### config.mk
export PLATFORM = sky130hd
export DESIGN_NAME = copy_insert_delta_decoder_flat
export DESIGN_NICKNAME = d
export VERILOG_FILES = /design/src/cidd_pkg.sv /design/src/cidd_intf.sv /design/src/copy_insert_delta_decoder.sv /design/src/cidd_core.sv /design/src/flat_wrapper.sv
export SDC_FILE = /design/constraint.sdc
export NUM_CORES = 2
export LEC_CHECK = 0
export BUFFER_PORTS_ARGS = -buffer_cell sky130_fd_sc_hd__buf_4
export CORE_UTILIZATION = 67
export DETAILED_ROUTE_END_ITERATION = 6
export GPL_TIMING_DRIVEN = 0
export PLACE_DENSITY = 0.86
export SLEW_MARGIN = 10
export SYNTH_ARGS = -nofsm -noshare
export SYNTH_HDL_FRONTEND = slang
export SYNTH_SLANG_ARGS = --single-unit
### constraint.sdc
create_clock -name i_clk -period 30.8 [get_ports i_clk]
set_clock_uncertainty 0.05 [all_clocks]
set_input_delay 7.7 -clock i_clk [delete_from_list [all_inputs] [get_ports i_clk]]
set_output_delay 7.7 -clock i_clk [all_outputs]
set_load 0.02 [all_outputs]
### src/cidd_pkg.sv
package cidd_pkg;

    // result kinds
    localparam logic [1:0] KIND_COPY    = 2'd0;
    localparam logic [1:0] KIND_LITERAL = 2'd1;
    localparam logic [1:0] KIND_DONE    = 2'd2;
    localparam logic [1:0] KIND_ERROR   = 2'd3;

    // error causes
    localparam logic [2:0] CAUSE_NONE        = 3'd0;
    localparam logic [2:0] CAUSE_SOURCE_SIZE = 3'd1;
    localparam logic [2:0] CAUSE_COPY_RANGE  = 3'd2;
    localparam logic [2:0] CAUSE_INS_OVERRUN = 3'd3;
    localparam logic [2:0] CAUSE_RESERVED_OP = 3'd4;
    localparam logic [2:0] CAUSE_FINAL_SIZE  = 3'd5;
    localparam logic [2:0] CAUSE_VARINT_LONG = 3'd6;

    // copy length that a zero length field stands for
    localparam logic [23:0] COPY_LEN_ZERO = 24'h010000;

    // result queue depth
    localparam int QDEPTH = 4;

    typedef struct packed {
        logic [1:0]  result_kind;
        logic [31:0] copy_offset;
        logic [23:0] copy_length;
        logic [7:0]  literal_value;
        logic [31:0] write_position;
        logic [2:0]  error_cause;
        logic        final_result;
    } t_result;

    // results made by one accepted byte, in delivery order
    typedef struct packed {
        logic [1:0] count;
        t_result    first;
        t_result    second;
    } t_push;

endpackage

### src/cidd_intf.sv
// delta byte channel
interface cidd_byte_if;
    logic       valid;
    logic       ready;
    logic [7:0] delta_byte;
    logic       stream_end;

    modport source (output valid, output delta_byte, output stream_end, input ready);
    modport sink (input valid, input delta_byte, input stream_end, output ready);
endinterface

// decoded result channel
interface cidd_result_if;
    logic        valid;
    logic        ready;
    logic [1:0]  result_kind;
    logic [31:0] copy_offset;
    logic [23:0] copy_length;
    logic [7:0]  literal_value;
    logic [31:0] write_position;
    logic [2:0]  error_cause;
    logic        final_result;

    modport source (
        output valid, output result_kind, output copy_offset, output copy_length,
        output literal_value, output write_position, output error_cause,
        output final_result, input ready
    );
    modport sink (
        input valid, input result_kind, input copy_offset, input copy_length,
        input literal_value, input write_position, input error_cause,
        input final_result, output ready
    );
endinterface

### src/copy_insert_delta_decoder.sv
// results are written into a four-entry result queue and offered from its head
// throughput: one delta byte per cycle while two queue entries are free; a byte
//   ending a stream can make two results, drained one per cycle while ready
// reset: synchronous, active low; clears stream state, base_length and the queue
module copy_insert_delta_decoder (
    input  logic                 i_clk,
    input  logic                 i_rst_n,
    input  logic                 i_cfg_wr_en,
    input  logic [31:0]          i_cfg_wr_data,
    cidd_byte_if.sink            i_delta,
    cidd_result_if.source        o_result
);

    localparam int QADDR_W = $clog2(cidd_pkg::QDEPTH);
    localparam int QCNT_W  = $clog2(cidd_pkg::QDEPTH + 1);

    logic [31:0]       r_base_length;
    cidd_pkg::t_result r_mem [cidd_pkg::QDEPTH];
    logic [QADDR_W-1:0] r_wr_ptr, r_rd_ptr;
    logic [QCNT_W-1:0]  r_count;
    logic               in_fire;
    logic               out_fire;
    cidd_pkg::t_push    push;
    cidd_pkg::t_result  head;

    // base length register
    always_ff @(posedge i_clk) begin
        if (!i_rst_n) begin
            r_base_length <= 32'd0;
        end else if (i_cfg_wr_en) begin
            r_base_length <= i_cfg_wr_data;
        end
    end

    // take a byte while the queue has room for two results
    assign i_delta.ready = (r_count <= QCNT_W'(cidd_pkg::QDEPTH - 2));
    assign in_fire       = i_delta.valid && i_delta.ready;
    assign out_fire      = o_result.valid && o_result.ready;

    cidd_core u_core (
        .i_clk         (i_clk),
        .i_rst_n       (i_rst_n),
        .i_fire        (in_fire),
        .i_delta_byte  (i_delta.delta_byte),
        .i_stream_end  (i_delta.stream_end),
        .i_base_length (r_base_length),
        .o_push        (push)
    );

    // result queue storage
    always_ff @(posedge i_clk) begin
        if (push.count != 2'd0) begin
            r_mem[r_wr_ptr] <= push.first;
        end
        if (push.count == 2'd2) begin
            r_mem[r_wr_ptr + QADDR_W'(1)] <= push.second;
        end
    end

    // result queue pointers
    always_ff @(posedge i_clk) begin
        if (!i_rst_n) begin
            r_wr_ptr <= '0;
            r_rd_ptr <= '0;
            r_count  <= '0;
        end else begin
            r_wr_ptr <= r_wr_ptr + QADDR_W'(push.count);
            if (out_fire) begin
                r_rd_ptr <= r_rd_ptr + QADDR_W'(1);
            end
            r_count <= r_count + QCNT_W'(push.count) - QCNT_W'(out_fire);
        end
    end

    // queue head drives the result transaction
    assign head                    = r_mem[r_rd_ptr];
    assign o_result.valid          = (r_count != '0);
    assign o_result.result_kind    = head.result_kind;
    assign o_result.copy_offset    = head.copy_offset;
    assign o_result.copy_length    = head.copy_length;
    assign o_result.literal_value  = head.literal_value;
    assign o_result.write_position = head.write_position;
    assign o_result.error_cause    = head.error_cause;
    assign o_result.final_result   = head.final_result;

`ifndef SYNTHESIS
    a_count_bound: assert property (@(posedge i_clk) disable iff (!i_rst_n)
        r_count <= QCNT_W'(cidd_pkg::QDEPTH))
        else $error("result queue overflow");

    a_push_on_fire: assert property (@(posedge i_clk) disable iff (!i_rst_n)
        (push.count != 2'd0) |-> in_fire)
        else $error("result pushed without an input transaction");

    a_pair_on_end: assert property (@(posedge i_clk) disable iff (!i_rst_n)
        (push.count == 2'd2) |-> (i_delta.stream_end && push.second.final_result))
        else $error("two results from a byte that does not end the stream");
`endif

endmodule

### src/cidd_core.sv
module cidd_core (
    input  logic                i_clk,
    input  logic                i_rst_n,
    input  logic                i_fire,
    input  logic [7:0]          i_delta_byte,
    input  logic                i_stream_end,
    input  logic [31:0]         i_base_length,
    output cidd_pkg::t_push     o_push
);

    typedef enum logic [2:0] {
        PH_SRC,
        PH_DST,
        PH_OP,
        PH_ARGS,
        PH_INS
    } t_phase;

    t_phase      r_phase, n_phase;
    logic [31:0] r_src_acc, n_src_acc;
    logic [31:0] r_res_size, n_res_size;
    logic [2:0]  r_shift, n_shift;
    logic [31:0] r_out_pos, n_out_pos;
    logic [6:0]  r_mask, n_mask;
    logic [31:0] r_pend_off, n_pend_off;
    logic [23:0] r_pend_len, n_pend_len;
    logic [6:0]  r_lits, n_lits;
    logic        r_err, n_err;

    logic [31:0] v_in, v_acc;
    logic [2:0]  v_shift;
    logic        v_bad;
    logic [2:0]  arg_k;
    logic [31:0] arg_off;
    logic [23:0] arg_len;
    logic [6:0]  arg_mask;
    logic [31:0] c_off;
    logic [23:0] c_len;
    logic [23:0] len_eff;
    logic        copy_bad;
    logic        ins_bad;
    logic        do_copy;
    logic        do_clear;
    logic        err_hit;
    logic [2:0]  err_cause;
    logic        has_main;
    cidd_pkg::t_result res_main;
    cidd_pkg::t_result res_end;
    logic        has_end;

    // varint byte merge for the two size headers
    always_comb begin
        v_in    = (r_phase == PH_SRC) ? r_src_acc : r_res_size;
        v_acc   = v_in;
        v_shift = r_shift;
        v_bad   = 1'b0;
        if (r_shift >= 3'd4) begin
            v_bad = |i_delta_byte[7:4];
            v_acc = v_in | {i_delta_byte[3:0], 28'd0};
        end else begin
            unique case (r_shift[1:0])
                2'd0: v_acc = v_in | {25'd0, i_delta_byte[6:0]};
                2'd1: v_acc = v_in | {18'd0, i_delta_byte[6:0], 7'd0};
                2'd2: v_acc = v_in | {11'd0, i_delta_byte[6:0], 14'd0};
                2'd3: v_acc = v_in | {4'd0, i_delta_byte[6:0], 21'd0};
                default: v_acc = v_in;
            endcase
            if (i_delta_byte[7]) begin
                v_shift = r_shift + 3'd1;
            end
        end
    end

    // copy argument byte placement, lowest selected field first
    always_comb begin
        priority if (r_mask[0]) begin
            arg_k = 3'd0;
        end else if (r_mask[1]) begin
            arg_k = 3'd1;
        end else if (r_mask[2]) begin
            arg_k = 3'd2;
        end else if (r_mask[3]) begin
            arg_k = 3'd3;
        end else if (r_mask[4]) begin
            arg_k = 3'd4;
        end else if (r_mask[5]) begin
            arg_k = 3'd5;
        end else begin
            arg_k = 3'd6;
        end
        arg_off = r_pend_off;
        arg_len = r_pend_len;
        unique case (arg_k)
            3'd0: arg_off[7:0]   = r_pend_off[7:0] | i_delta_byte;
            3'd1: arg_off[15:8]  = r_pend_off[15:8] | i_delta_byte;
            3'd2: arg_off[23:16] = r_pend_off[23:16] | i_delta_byte;
            3'd3: arg_off[31:24] = r_pend_off[31:24] | i_delta_byte;
            3'd4: arg_len[7:0]   = r_pend_len[7:0] | i_delta_byte;
            3'd5: arg_len[15:8]  = r_pend_len[15:8] | i_delta_byte;
            3'd6: arg_len[23:16] = r_pend_len[23:16] | i_delta_byte;
            default: arg_off = r_pend_off;
        endcase
        arg_mask = r_mask & (r_mask - 7'd1);
    end

    // range checks for copy and insert
    always_comb begin
        c_off    = (r_phase == PH_ARGS) ? arg_off : 32'd0;
        c_len    = (r_phase == PH_ARGS) ? arg_len : 24'd0;
        len_eff  = (c_len == 24'd0) ? cidd_pkg::COPY_LEN_ZERO : c_len;
        copy_bad = (({1'b0, c_off} + {9'd0, len_eff}) > {1'b0, i_base_length}) ||
                   (({1'b0, r_out_pos} + {9'd0, len_eff}) > {1'b0, r_res_size});
        ins_bad  = ({1'b0, r_out_pos} + {26'd0, i_delta_byte[6:0]}) > {1'b0, r_res_size};
    end

    // per-byte decode and next state
    always_comb begin
        n_phase    = r_phase;
        n_src_acc  = r_src_acc;
        n_res_size = r_res_size;
        n_shift    = r_shift;
        n_out_pos  = r_out_pos;
        n_mask     = r_mask;
        n_pend_off = r_pend_off;
        n_pend_len = r_pend_len;
        n_lits     = r_lits;
        n_err      = r_err;
        do_copy    = 1'b0;
        do_clear   = 1'b0;
        err_hit    = 1'b0;
        err_cause  = cidd_pkg::CAUSE_NONE;
        has_main   = 1'b0;
        has_end    = 1'b0;
        res_main   = '0;
        res_end    = '0;

        if (i_fire) begin
            if (r_err) begin
                do_clear = i_stream_end;
            end else begin
                unique case (r_phase)
                    PH_SRC: begin
                        if (v_bad) begin
                            err_hit   = 1'b1;
                            err_cause = cidd_pkg::CAUSE_VARINT_LONG;
                        end else begin
                            n_src_acc = v_acc;
                            n_shift   = v_shift;
                            if (!i_delta_byte[7] || i_stream_end) begin
                                if (v_acc != i_base_length) begin
                                    err_hit   = 1'b1;
                                    err_cause = cidd_pkg::CAUSE_SOURCE_SIZE;
                                end else begin
                                    n_phase = PH_DST;
                                    n_shift = 3'd0;
                                end
                            end
                        end
                    end
                    PH_DST: begin
                        if (v_bad) begin
                            err_hit   = 1'b1;
                            err_cause = cidd_pkg::CAUSE_VARINT_LONG;
                        end else begin
                            n_res_size = v_acc;
                            n_shift    = v_shift;
                            if (!i_delta_byte[7]) begin
                                n_phase = PH_OP;
                                n_shift = 3'd0;
                            end
                        end
                    end
                    PH_OP: begin
                        if (i_delta_byte[7]) begin
                            n_mask     = i_delta_byte[6:0];
                            n_pend_off = 32'd0;
                            n_pend_len = 24'd0;
                            if ((i_delta_byte[6:0] == 7'd0) || i_stream_end) begin
                                do_copy = 1'b1;
                            end else begin
                                n_phase = PH_ARGS;
                            end
                        end else if (i_delta_byte != 8'd0) begin
                            if (i_stream_end || ins_bad) begin
                                err_hit   = 1'b1;
                                err_cause = cidd_pkg::CAUSE_INS_OVERRUN;
                            end else begin
                                n_lits  = i_delta_byte[6:0];
                                n_phase = PH_INS;
                            end
                        end else begin
                            err_hit   = 1'b1;
                            err_cause = cidd_pkg::CAUSE_RESERVED_OP;
                        end
                    end
                    PH_ARGS: begin
                        n_mask     = arg_mask;
                        n_pend_off = arg_off;
                        n_pend_len = arg_len;
                        if ((arg_mask == 7'd0) || i_stream_end) begin
                            do_copy = 1'b1;
                        end
                    end
                    PH_INS: begin
                        if (i_stream_end && (r_lits > 7'd1)) begin
                            err_hit   = 1'b1;
                            err_cause = cidd_pkg::CAUSE_INS_OVERRUN;
                        end else begin
                            has_main                = 1'b1;
                            res_main.result_kind    = cidd_pkg::KIND_LITERAL;
                            res_main.literal_value  = i_delta_byte;
                            res_main.write_position = r_out_pos;
                            n_out_pos               = r_out_pos + 32'd1;
                            n_lits                  = r_lits - 7'd1;
                            if (r_lits == 7'd1) begin
                                n_phase = PH_OP;
                            end
                        end
                    end
                    default: begin
                        n_phase = PH_SRC;
                    end
                endcase

                // issue a finished copy command
                if (do_copy) begin
                    if (copy_bad) begin
                        err_hit   = 1'b1;
                        err_cause = cidd_pkg::CAUSE_COPY_RANGE;
                    end else begin
                        has_main                = 1'b1;
                        res_main.result_kind    = cidd_pkg::KIND_COPY;
                        res_main.copy_offset    = c_off;
                        res_main.copy_length    = len_eff;
                        res_main.write_position = r_out_pos;
                        n_out_pos               = r_out_pos + {8'd0, len_eff};
                        n_mask                  = 7'd0;
                        n_pend_off              = 32'd0;
                        n_pend_len              = 24'd0;
                        n_phase                 = PH_OP;
                    end
                end

                // error result, or final size check at stream end
                if (err_hit) begin
                    has_main                = 1'b1;
                    res_main                = '0;
                    res_main.result_kind    = cidd_pkg::KIND_ERROR;
                    res_main.write_position = r_out_pos;
                    res_main.error_cause    = err_cause;
                    res_main.final_result   = 1'b1;
                    do_clear                = i_stream_end;
                    n_err                   = !i_stream_end;
                end else if (i_stream_end) begin
                    has_end              = 1'b1;
                    res_end.final_result = 1'b1;
                    if (n_out_pos != n_res_size) begin
                        res_end.result_kind    = cidd_pkg::KIND_ERROR;
                        res_end.write_position = n_out_pos;
                        res_end.error_cause    = cidd_pkg::CAUSE_FINAL_SIZE;
                    end else begin
                        res_end.result_kind    = cidd_pkg::KIND_DONE;
                        res_end.write_position = n_res_size;
                    end
                    do_clear = 1'b1;
                end
            end
        end

        // stream end returns the per-stream state to reset values
        if (do_clear) begin
            n_phase    = PH_SRC;
            n_src_acc  = 32'd0;
            n_res_size = 32'd0;
            n_shift    = 3'd0;
            n_out_pos  = 32'd0;
            n_mask     = 7'd0;
            n_pend_off = 32'd0;
            n_pend_len = 24'd0;
            n_lits     = 7'd0;
            n_err      = 1'b0;
        end
    end

    // results in delivery order
    always_comb begin
        o_push.count  = {1'b0, has_main} + {1'b0, has_end};
        o_push.first  = has_main ? res_main : res_end;
        o_push.second = res_end;
    end

    // stream state
    always_ff @(posedge i_clk) begin
        if (!i_rst_n) begin
            r_phase    <= PH_SRC;
            r_src_acc  <= 32'd0;
            r_res_size <= 32'd0;
            r_shift    <= 3'd0;
            r_out_pos  <= 32'd0;
            r_mask     <= 7'd0;
            r_pend_off <= 32'd0;
            r_pend_len <= 24'd0;
            r_lits     <= 7'd0;
            r_err      <= 1'b0;
        end else begin
            r_phase    <= n_phase;
            r_src_acc  <= n_src_acc;
            r_res_size <= n_res_size;
            r_shift    <= n_shift;
            r_out_pos  <= n_out_pos;
            r_mask     <= n_mask;
            r_pend_off <= n_pend_off;
            r_pend_len <= n_pend_len;
            r_lits     <= n_lits;
            r_err      <= n_err;
        end
    end

`ifndef SYNTHESIS
    a_shift_bound: assert property (@(posedge i_clk) disable iff (!i_rst_n)
        r_shift <= 3'd4)
        else $error("varint byte count out of range");

    // a copy range error leaves the phase as is with the mask already used up
    a_args_mask: assert property (@(posedge i_clk) disable iff (!i_rst_n)
        ((r_phase == PH_ARGS) && !r_err) |-> (r_mask != 7'd0))
        else $error("copy argument phase with empty mask");

    a_ins_count: assert property (@(posedge i_clk) disable iff (!i_rst_n)
        (r_phase == PH_INS) |-> (r_lits != 7'd0))
        else $error("insert phase with no literals left");
`endif

endmodule

### src/flat_wrapper.sv
// flat-port wrapper written by rule: the top's interface ports become plain ports
module copy_insert_delta_decoder_flat 
  (i_clk, i_rst_n, i_cfg_wr_en, i_cfg_wr_data, i_delta_valid, i_delta_delta_byte, i_delta_stream_end, i_delta_ready, o_result_valid, o_result_result_kind, o_result_copy_offset, o_result_copy_length, o_result_literal_value, o_result_write_position, o_result_error_cause, o_result_final_result, o_result_ready);
  cidd_byte_if i_delta_i ();
  cidd_result_if o_result_i ();
  input  logic i_clk;
  input  logic i_rst_n;
  input  logic i_cfg_wr_en;
  input  logic [31:0] i_cfg_wr_data;
  input wire logic [$bits(i_delta_i.valid)-1:0] i_delta_valid;
  input wire logic [$bits(i_delta_i.delta_byte)-1:0] i_delta_delta_byte;
  input wire logic [$bits(i_delta_i.stream_end)-1:0] i_delta_stream_end;
  output wire logic [$bits(i_delta_i.ready)-1:0] i_delta_ready;
  output wire logic [$bits(o_result_i.valid)-1:0] o_result_valid;
  output wire logic [$bits(o_result_i.result_kind)-1:0] o_result_result_kind;
  output wire logic [$bits(o_result_i.copy_offset)-1:0] o_result_copy_offset;
  output wire logic [$bits(o_result_i.copy_length)-1:0] o_result_copy_length;
  output wire logic [$bits(o_result_i.literal_value)-1:0] o_result_literal_value;
  output wire logic [$bits(o_result_i.write_position)-1:0] o_result_write_position;
  output wire logic [$bits(o_result_i.error_cause)-1:0] o_result_error_cause;
  output wire logic [$bits(o_result_i.final_result)-1:0] o_result_final_result;
  input wire logic [$bits(o_result_i.ready)-1:0] o_result_ready;
  assign i_delta_i.valid = i_delta_valid;
  assign i_delta_i.delta_byte = i_delta_delta_byte;
  assign i_delta_i.stream_end = i_delta_stream_end;
  assign i_delta_ready = i_delta_i.ready;
  assign o_result_valid = o_result_i.valid;
  assign o_result_result_kind = o_result_i.result_kind;
  assign o_result_copy_offset = o_result_i.copy_offset;
  assign o_result_copy_length = o_result_i.copy_length;
  assign o_result_literal_value = o_result_i.literal_value;
  assign o_result_write_position = o_result_i.write_position;
  assign o_result_error_cause = o_result_i.error_cause;
  assign o_result_final_result = o_result_i.final_result;
  assign o_result_i.ready = o_result_ready;
  copy_insert_delta_decoder u_core (.i_clk(i_clk), .i_rst_n(i_rst_n), .i_cfg_wr_en(i_cfg_wr_en), .i_cfg_wr_data(i_cfg_wr_data), .i_delta(i_delta_i), .o_result(o_result_i));
endmodule
==> Flow_metrics.wiki <==
{| class="wikitable"
! Metric !! Value
|-
| Total net switching power || 762.1 µW
|-
| Worst setup slack for register-to-register paths || 18.30 ns
|-
| Top cell type's share of synthesized area || 0.2805
|-
| Clock period minus final worst setup slack || slightly below 20 ns
|-
| Type of destination of the critical path || flop
|-
| Met1 global-route usage || 0.6065
|-
| Share of total power in sequential cells || 0.384
|-
| HPWL after DPL || 86170 µm
|-
| Clock network fraction of total power || 0.372
|-
| Top-level port count || 150
|-
| Critical path arrival || 19.77 ns
|-
| Layout area overhead || 13.00%
|-
| Final period utilization || 0.6332
|-
| Clock input transition at the sequential cells of the worst setup and hold paths || 0.06 ns
|-
| Sequential element share of the synthesized area || 0.4083
|-
| Depth of the worst register-to-register path || 37
|-
| Filler cell count || 3292
|-
| Fin worst setup slack || 11.30 ns
|-
| P_int || 1561 µW
|-
| Die boundary width || 226.7 µm
|-
| Wire length reported by the detailed router || 120700 µm
|-
| Beginning of the worst register-to-register path || u_core.u_core.r_mask[0]$_SDFFE_PP0P_
|-
| Result of the run || finished with violations
|-
| Share of async-settable or async-resettable flops after synthesis || 0
|-
| Total number of placement rows || 81
|-
| Cell area reported after detailed placement || between 30000 and 40000 µm²
|-
| Chip height || 226.7 µm
|-
| Critical path class || in2reg
|-
| Synth area leaders || sky130_fd_sc_hd__dfxtp_1 (28%), sky130_fd_sc_hd__edfxtp_1 (13%), sky130_fd_sc_hd__a22o_1 (7.9%)
|-
| Number of buffer and inverter instances along the worst setup path || 10
|-
| Drt drc || 10
|-
| Total Neg Setup Slack || 0 ns
|-
| Cell type with the largest total area after synthesis || sky130_fd_sc_hd__dfxtp_1
|-
| Worst slack at placement || 11.90 ns
|-
| RSZ-0062 raised after global routing || false
|-
| Via density per instance || 7.100
|-
| Min-delay src || u_core.u_core.r_src_acc[10]$_SDFFE_PP0P_
|-
| Total setup violations reported at the end of the flow || 0
|-
| Worst vdd ir || 54.14 µV
|-
| Flip-flop cell with the highest count after synthesis || sky130_fd_sc_hd__dfxtp_1
|-
| Post-synthesis average cell area || 9.572 µm²
|-
| Post-cts repair resize count || 0
|-
| Quantity of I/O buffers inserted on ports || 147
|-
| Kind of path behind the tightest hold check || reg2reg
|-
| Worst Setup SP || i_delta_delta_byte[5]
|-
| Total grt overflow || 0
|-
| CP Depth || 36
|-
| Post-synthesis sequential element count || 618
|-
| Effective utilization at floorplan || 0.6854
|-
| GRT Util Overall || 0.4617
|-
| Proportion of total power due to net switching || 0.3280
|-
| Final weighted congestion in routability-driven placement || 1.043
|-
| Average detailed-routed wire length per instance || 26.97 µm
|-
| Worst EP required || 31.07 ns
|-
| Post-Synthesis Cell Area || between 30000 and 40000 µm²
|-
| Residual antenna-violating net count after detailed routing || 0
|-
| Pin count of the biggest net entering global routing || 27
|-
| Global-route wire length before repair || 177200 µm
|-
| Family of cells with the greatest summed delay on the critical path || buffers and inverters
|-
| Final design instance area without fill || ~38000 µm²
|-
| Number of enable flip-flop cells after synthesis || approximately 140
|-
| Number of global-route vias before repair || 29557
|-
| Violated checks || DRC
|-
| Maximum clock path buffer count || 3
|-
| Power Dens Cells || 60.78 nW/µm²
|-
| Number of max-slew violations in the final report || 0
|-
| Die area || 51390 µm²
|-
| First DRT Iteration DRCs || 5125
|-
| Drt pass-1 iters || 7
|-
| Ratio of cells with drive above 1 in the final layout || 0.1174
|-
| Number of nets in the final layout || around 4000
|-
| Transition at the pin with the smallest max-transition slack || 1.450 ns
|-
| FF/Latch Area || 13810 µm²
|-
| Max Cap Viol || 0
|-
| Initial antenna violation count || 2
|-
| Buffer type at the clock tree root || sky130_fd_sc_hd__clkbuf_16
|-
| Tightest slew margin relative to the limit || 0.02951
|-
| Synthesized instance count || about 3500
|-
| Number of endpoints with negative hold slack in the final report || 0
|-
| Cell with the largest stage delay on the worst path || sky130_fd_sc_hd__nor2_1
|-
| Clock net sink count || 618
|-
| Static leakage power || roughly 0.015 µW
|-
| Grt peak-use layer || met2
|-
| Number of clock buffers inserted by TritonCTS || 66
|-
| Clock tree from TritonCTS || yes
|-
| GRT met2 Usage || 0.6784
|-
| Net count after synthesis || 3750
|-
| Met3 Track Usage GR || 0.1554
|-
| Worst setup path end || u_core.r_mem[2][27]$_DFFE_PP_
|-
| Library cells used by synthesis || 86
|-
| Most Frequent Cell on Critical Path || sky130_fd_sc_hd__clkbuf_1
|-
| Detailed-route via count || 31757
|-
| Biggest cell delay along the critical path || about 1.1 ns
|-
| Worst flop-to-flop path endpoint || u_core.r_mem[2][27]$_DFFE_PP_
|-
| Highest Clock Rate || 0.05128 GHz
|-
| H-tree depth || 3
|-
| CP startpoint kind || primary input
|-
| Core box area || between 40000 and 50000 µm²
|-
| Maximum fanout count along the critical path || 24
|-
| Buffer count from post-CTS setup fixing || 0
|-
| Worst skew pair latency || 0.64 ns
|-
| Tot Pwr || about 2300 µW
|-
| Total of hold buffers inserted after clock tree synthesis || 0
|-
| Area of combinational cells with multiple inputs || 18560 µm²
|-
| Logic gate share of total power || 0.245
|-
| Number of synthesis warnings || 0
|}
cells in the final DEF (no fill, tap or decap), types with 25 or more instances in the layout:
master	count
sky130_fd_sc_hd__a21oi_1	270
sky130_fd_sc_hd__nor3_1	48
sky130_fd_sc_hd__ha_1	166
sky130_fd_sc_hd__inv_1	110
sky130_fd_sc_hd__edfxtp_1	144
sky130_fd_sc_hd__buf_4	149
sky130_fd_sc_hd__nand4_1	48
sky130_fd_sc_hd__o21ai_0	157
sky130_fd_sc_hd__a22o_1	306
sky130_fd_sc_hd__buf_1	36
sky130_fd_sc_hd__a21o_1	37
sky130_fd_sc_hd__nor2b_1	54
sky130_fd_sc_hd__xnor2_1	130
sky130_fd_sc_hd__o22ai_1	25
sky130_fd_sc_hd__xor2_1	55
sky130_fd_sc_hd__nor2_1	295
sky130_fd_sc_hd__mux2i_1	58
sky130_fd_sc_hd__clkbuf_1	212
sky130_fd_sc_hd__a22oi_1	75
sky130_fd_sc_hd__dfxtp_1	474
sky130_fd_sc_hd__nand3_1	43
sky130_fd_sc_hd__mux4_2	101
sky130_fd_sc_hd__a211oi_1	49
sky130_fd_sc_hd__nand2_1	321
sky130_fd_sc_hd__clkbuf_16	66
cells by family after synthesis:
group / Yosys count / synth area share
DFF: 618 / 0.4083
and+or+nand+nor: 951 / 0.1310
AOI/OAI and AO/OA: 1068 / 0.2199
buffers and inverters: 379 / 0.04342
muxes: 163 / 0.08573
adders and majority gates: 170 / 0.06376
xor gates and xnor gates: 185 / 0.04790
area by class of cell:
| cell class | count | area share |
|---|---|---|
| antenna | 3 | 0.0001964 |
| buffer | 264 | 0.02703 |
| clock buffer | 86 | 0.04805 |
| clock inverter | 33 | 0.01273 |
| inverter | 115 | 0.01142 |
| multi-input combinational | 2537 | 0.4856 |
| sequential | 618 | 0.3613 |
| tap | 664 | 0.02173 |
| timing repair buffer | 153 | 0.03194 |
power by group through the flow:
stage	clock, µW	sequential [µW]	combinational [µW]
after detailed placement	0	907	541
after CTS	854	890	547
after global routing	885	893	590
after floorplan	0	901	352
final	864	891	568
after global placement	0	907	529
cells in the mapped netlist (43+ instances only):
cell type                  number
sky130_fd_sc_hd__a211oi_1      49
sky130_fd_sc_hd__o21ai_0      158
sky130_fd_sc_hd__edfxtp_1     144
sky130_fd_sc_hd__nor2_1       301
sky130_fd_sc_hd__clkbuf_1     203
sky130_fd_sc_hd__inv_1        114
sky130_fd_sc_hd__nor2b_1       54
sky130_fd_sc_hd__a21oi_1      270
sky130_fd_sc_hd__xor2_1        55
sky130_fd_sc_hd__dfxtp_1      474
sky130_fd_sc_hd__a22oi_1       75
sky130_fd_sc_hd__nand2_1      321
sky130_fd_sc_hd__mux2i_1       58
sky130_fd_sc_hd__mux4_2       101
sky130_fd_sc_hd__ha_1         166
sky130_fd_sc_hd__nand4_1       48
sky130_fd_sc_hd__xnor2_1      130
sky130_fd_sc_hd__nand3_1       43
sky130_fd_sc_hd__a22o_1       306
sky130_fd_sc_hd__nor3_1        48
registers in the layout, indices dropped and copies added, names as in the netlist, 7 cells and up, named ones only:
signal and count:
u_core.r_base_length 32, u_core.r_mem 404, u_core.u_core.r_lits 7, u_core.u_core.r_mask 7, u_core.u_core.r_out_pos 32, u_core.u_core.r_pend_len 24
u_core.u_core.r_pend_off 32, u_core.u_core.r_res_size 32, u_core.u_core.r_src_acc 32
metrics by stage:
stage | std cells | utilization | hold slack, ns
final | 4473 | 0.7745 | 0.4036
after global routing | 4471 | 0.7744 | 0.4235
after CTS | 4470 | 0.7744 | 0.4038
after detailed placement | 4351 | 0.7273 | 0.3920
after global placement | 4345 | 0.7246 | 0.3803
after floorplan | 3534 | - | 0.3696
worst register-to-register path: cells and delay by family (launching register included):
family	cells	cell delay (ns)
AND/OR/NAND/NOR	12	4.31
buffers and inverters	8	2.41
AO/OA/AOI/OAI	13	3.66
adder cells (fa/ha/maj)	3	1.26
XOR/XNOR	1	0.15
flip-flops	1	0.30
layer usage:
metal / vias to the layer above / routed length (µm)
li1: 13513 / -
met1: 14907 / 43550
met2: 2784 / 50850
met3: 553 / 19180
met4: 0 / 7077
met5: - / 0
worst min path at each step:
stage                                                           to  slack, ns  cells after the start
final                     u_core.u_core.r_src_acc[10]$_SDFFE_PP0P_       0.40                      2
after global routing       u_core.u_core.r_src_acc[9]$_SDFFE_PP0P_       0.42                      2
after CTS                  u_core.u_core.r_src_acc[0]$_SDFFE_PP0P_       0.40                      2
after detailed placement          u_core.r_mem[3][42]$_SDFFE_PP0P_       0.39                      2
after global placement            u_core.r_mem[1][40]$_SDFFE_PP0P_       0.38                      2
after floorplan                    u_core.r_mem[2][2]$_SDFFE_PP0P_       0.37                      2
No activity file was read; power rests on OpenSTA's default activity.
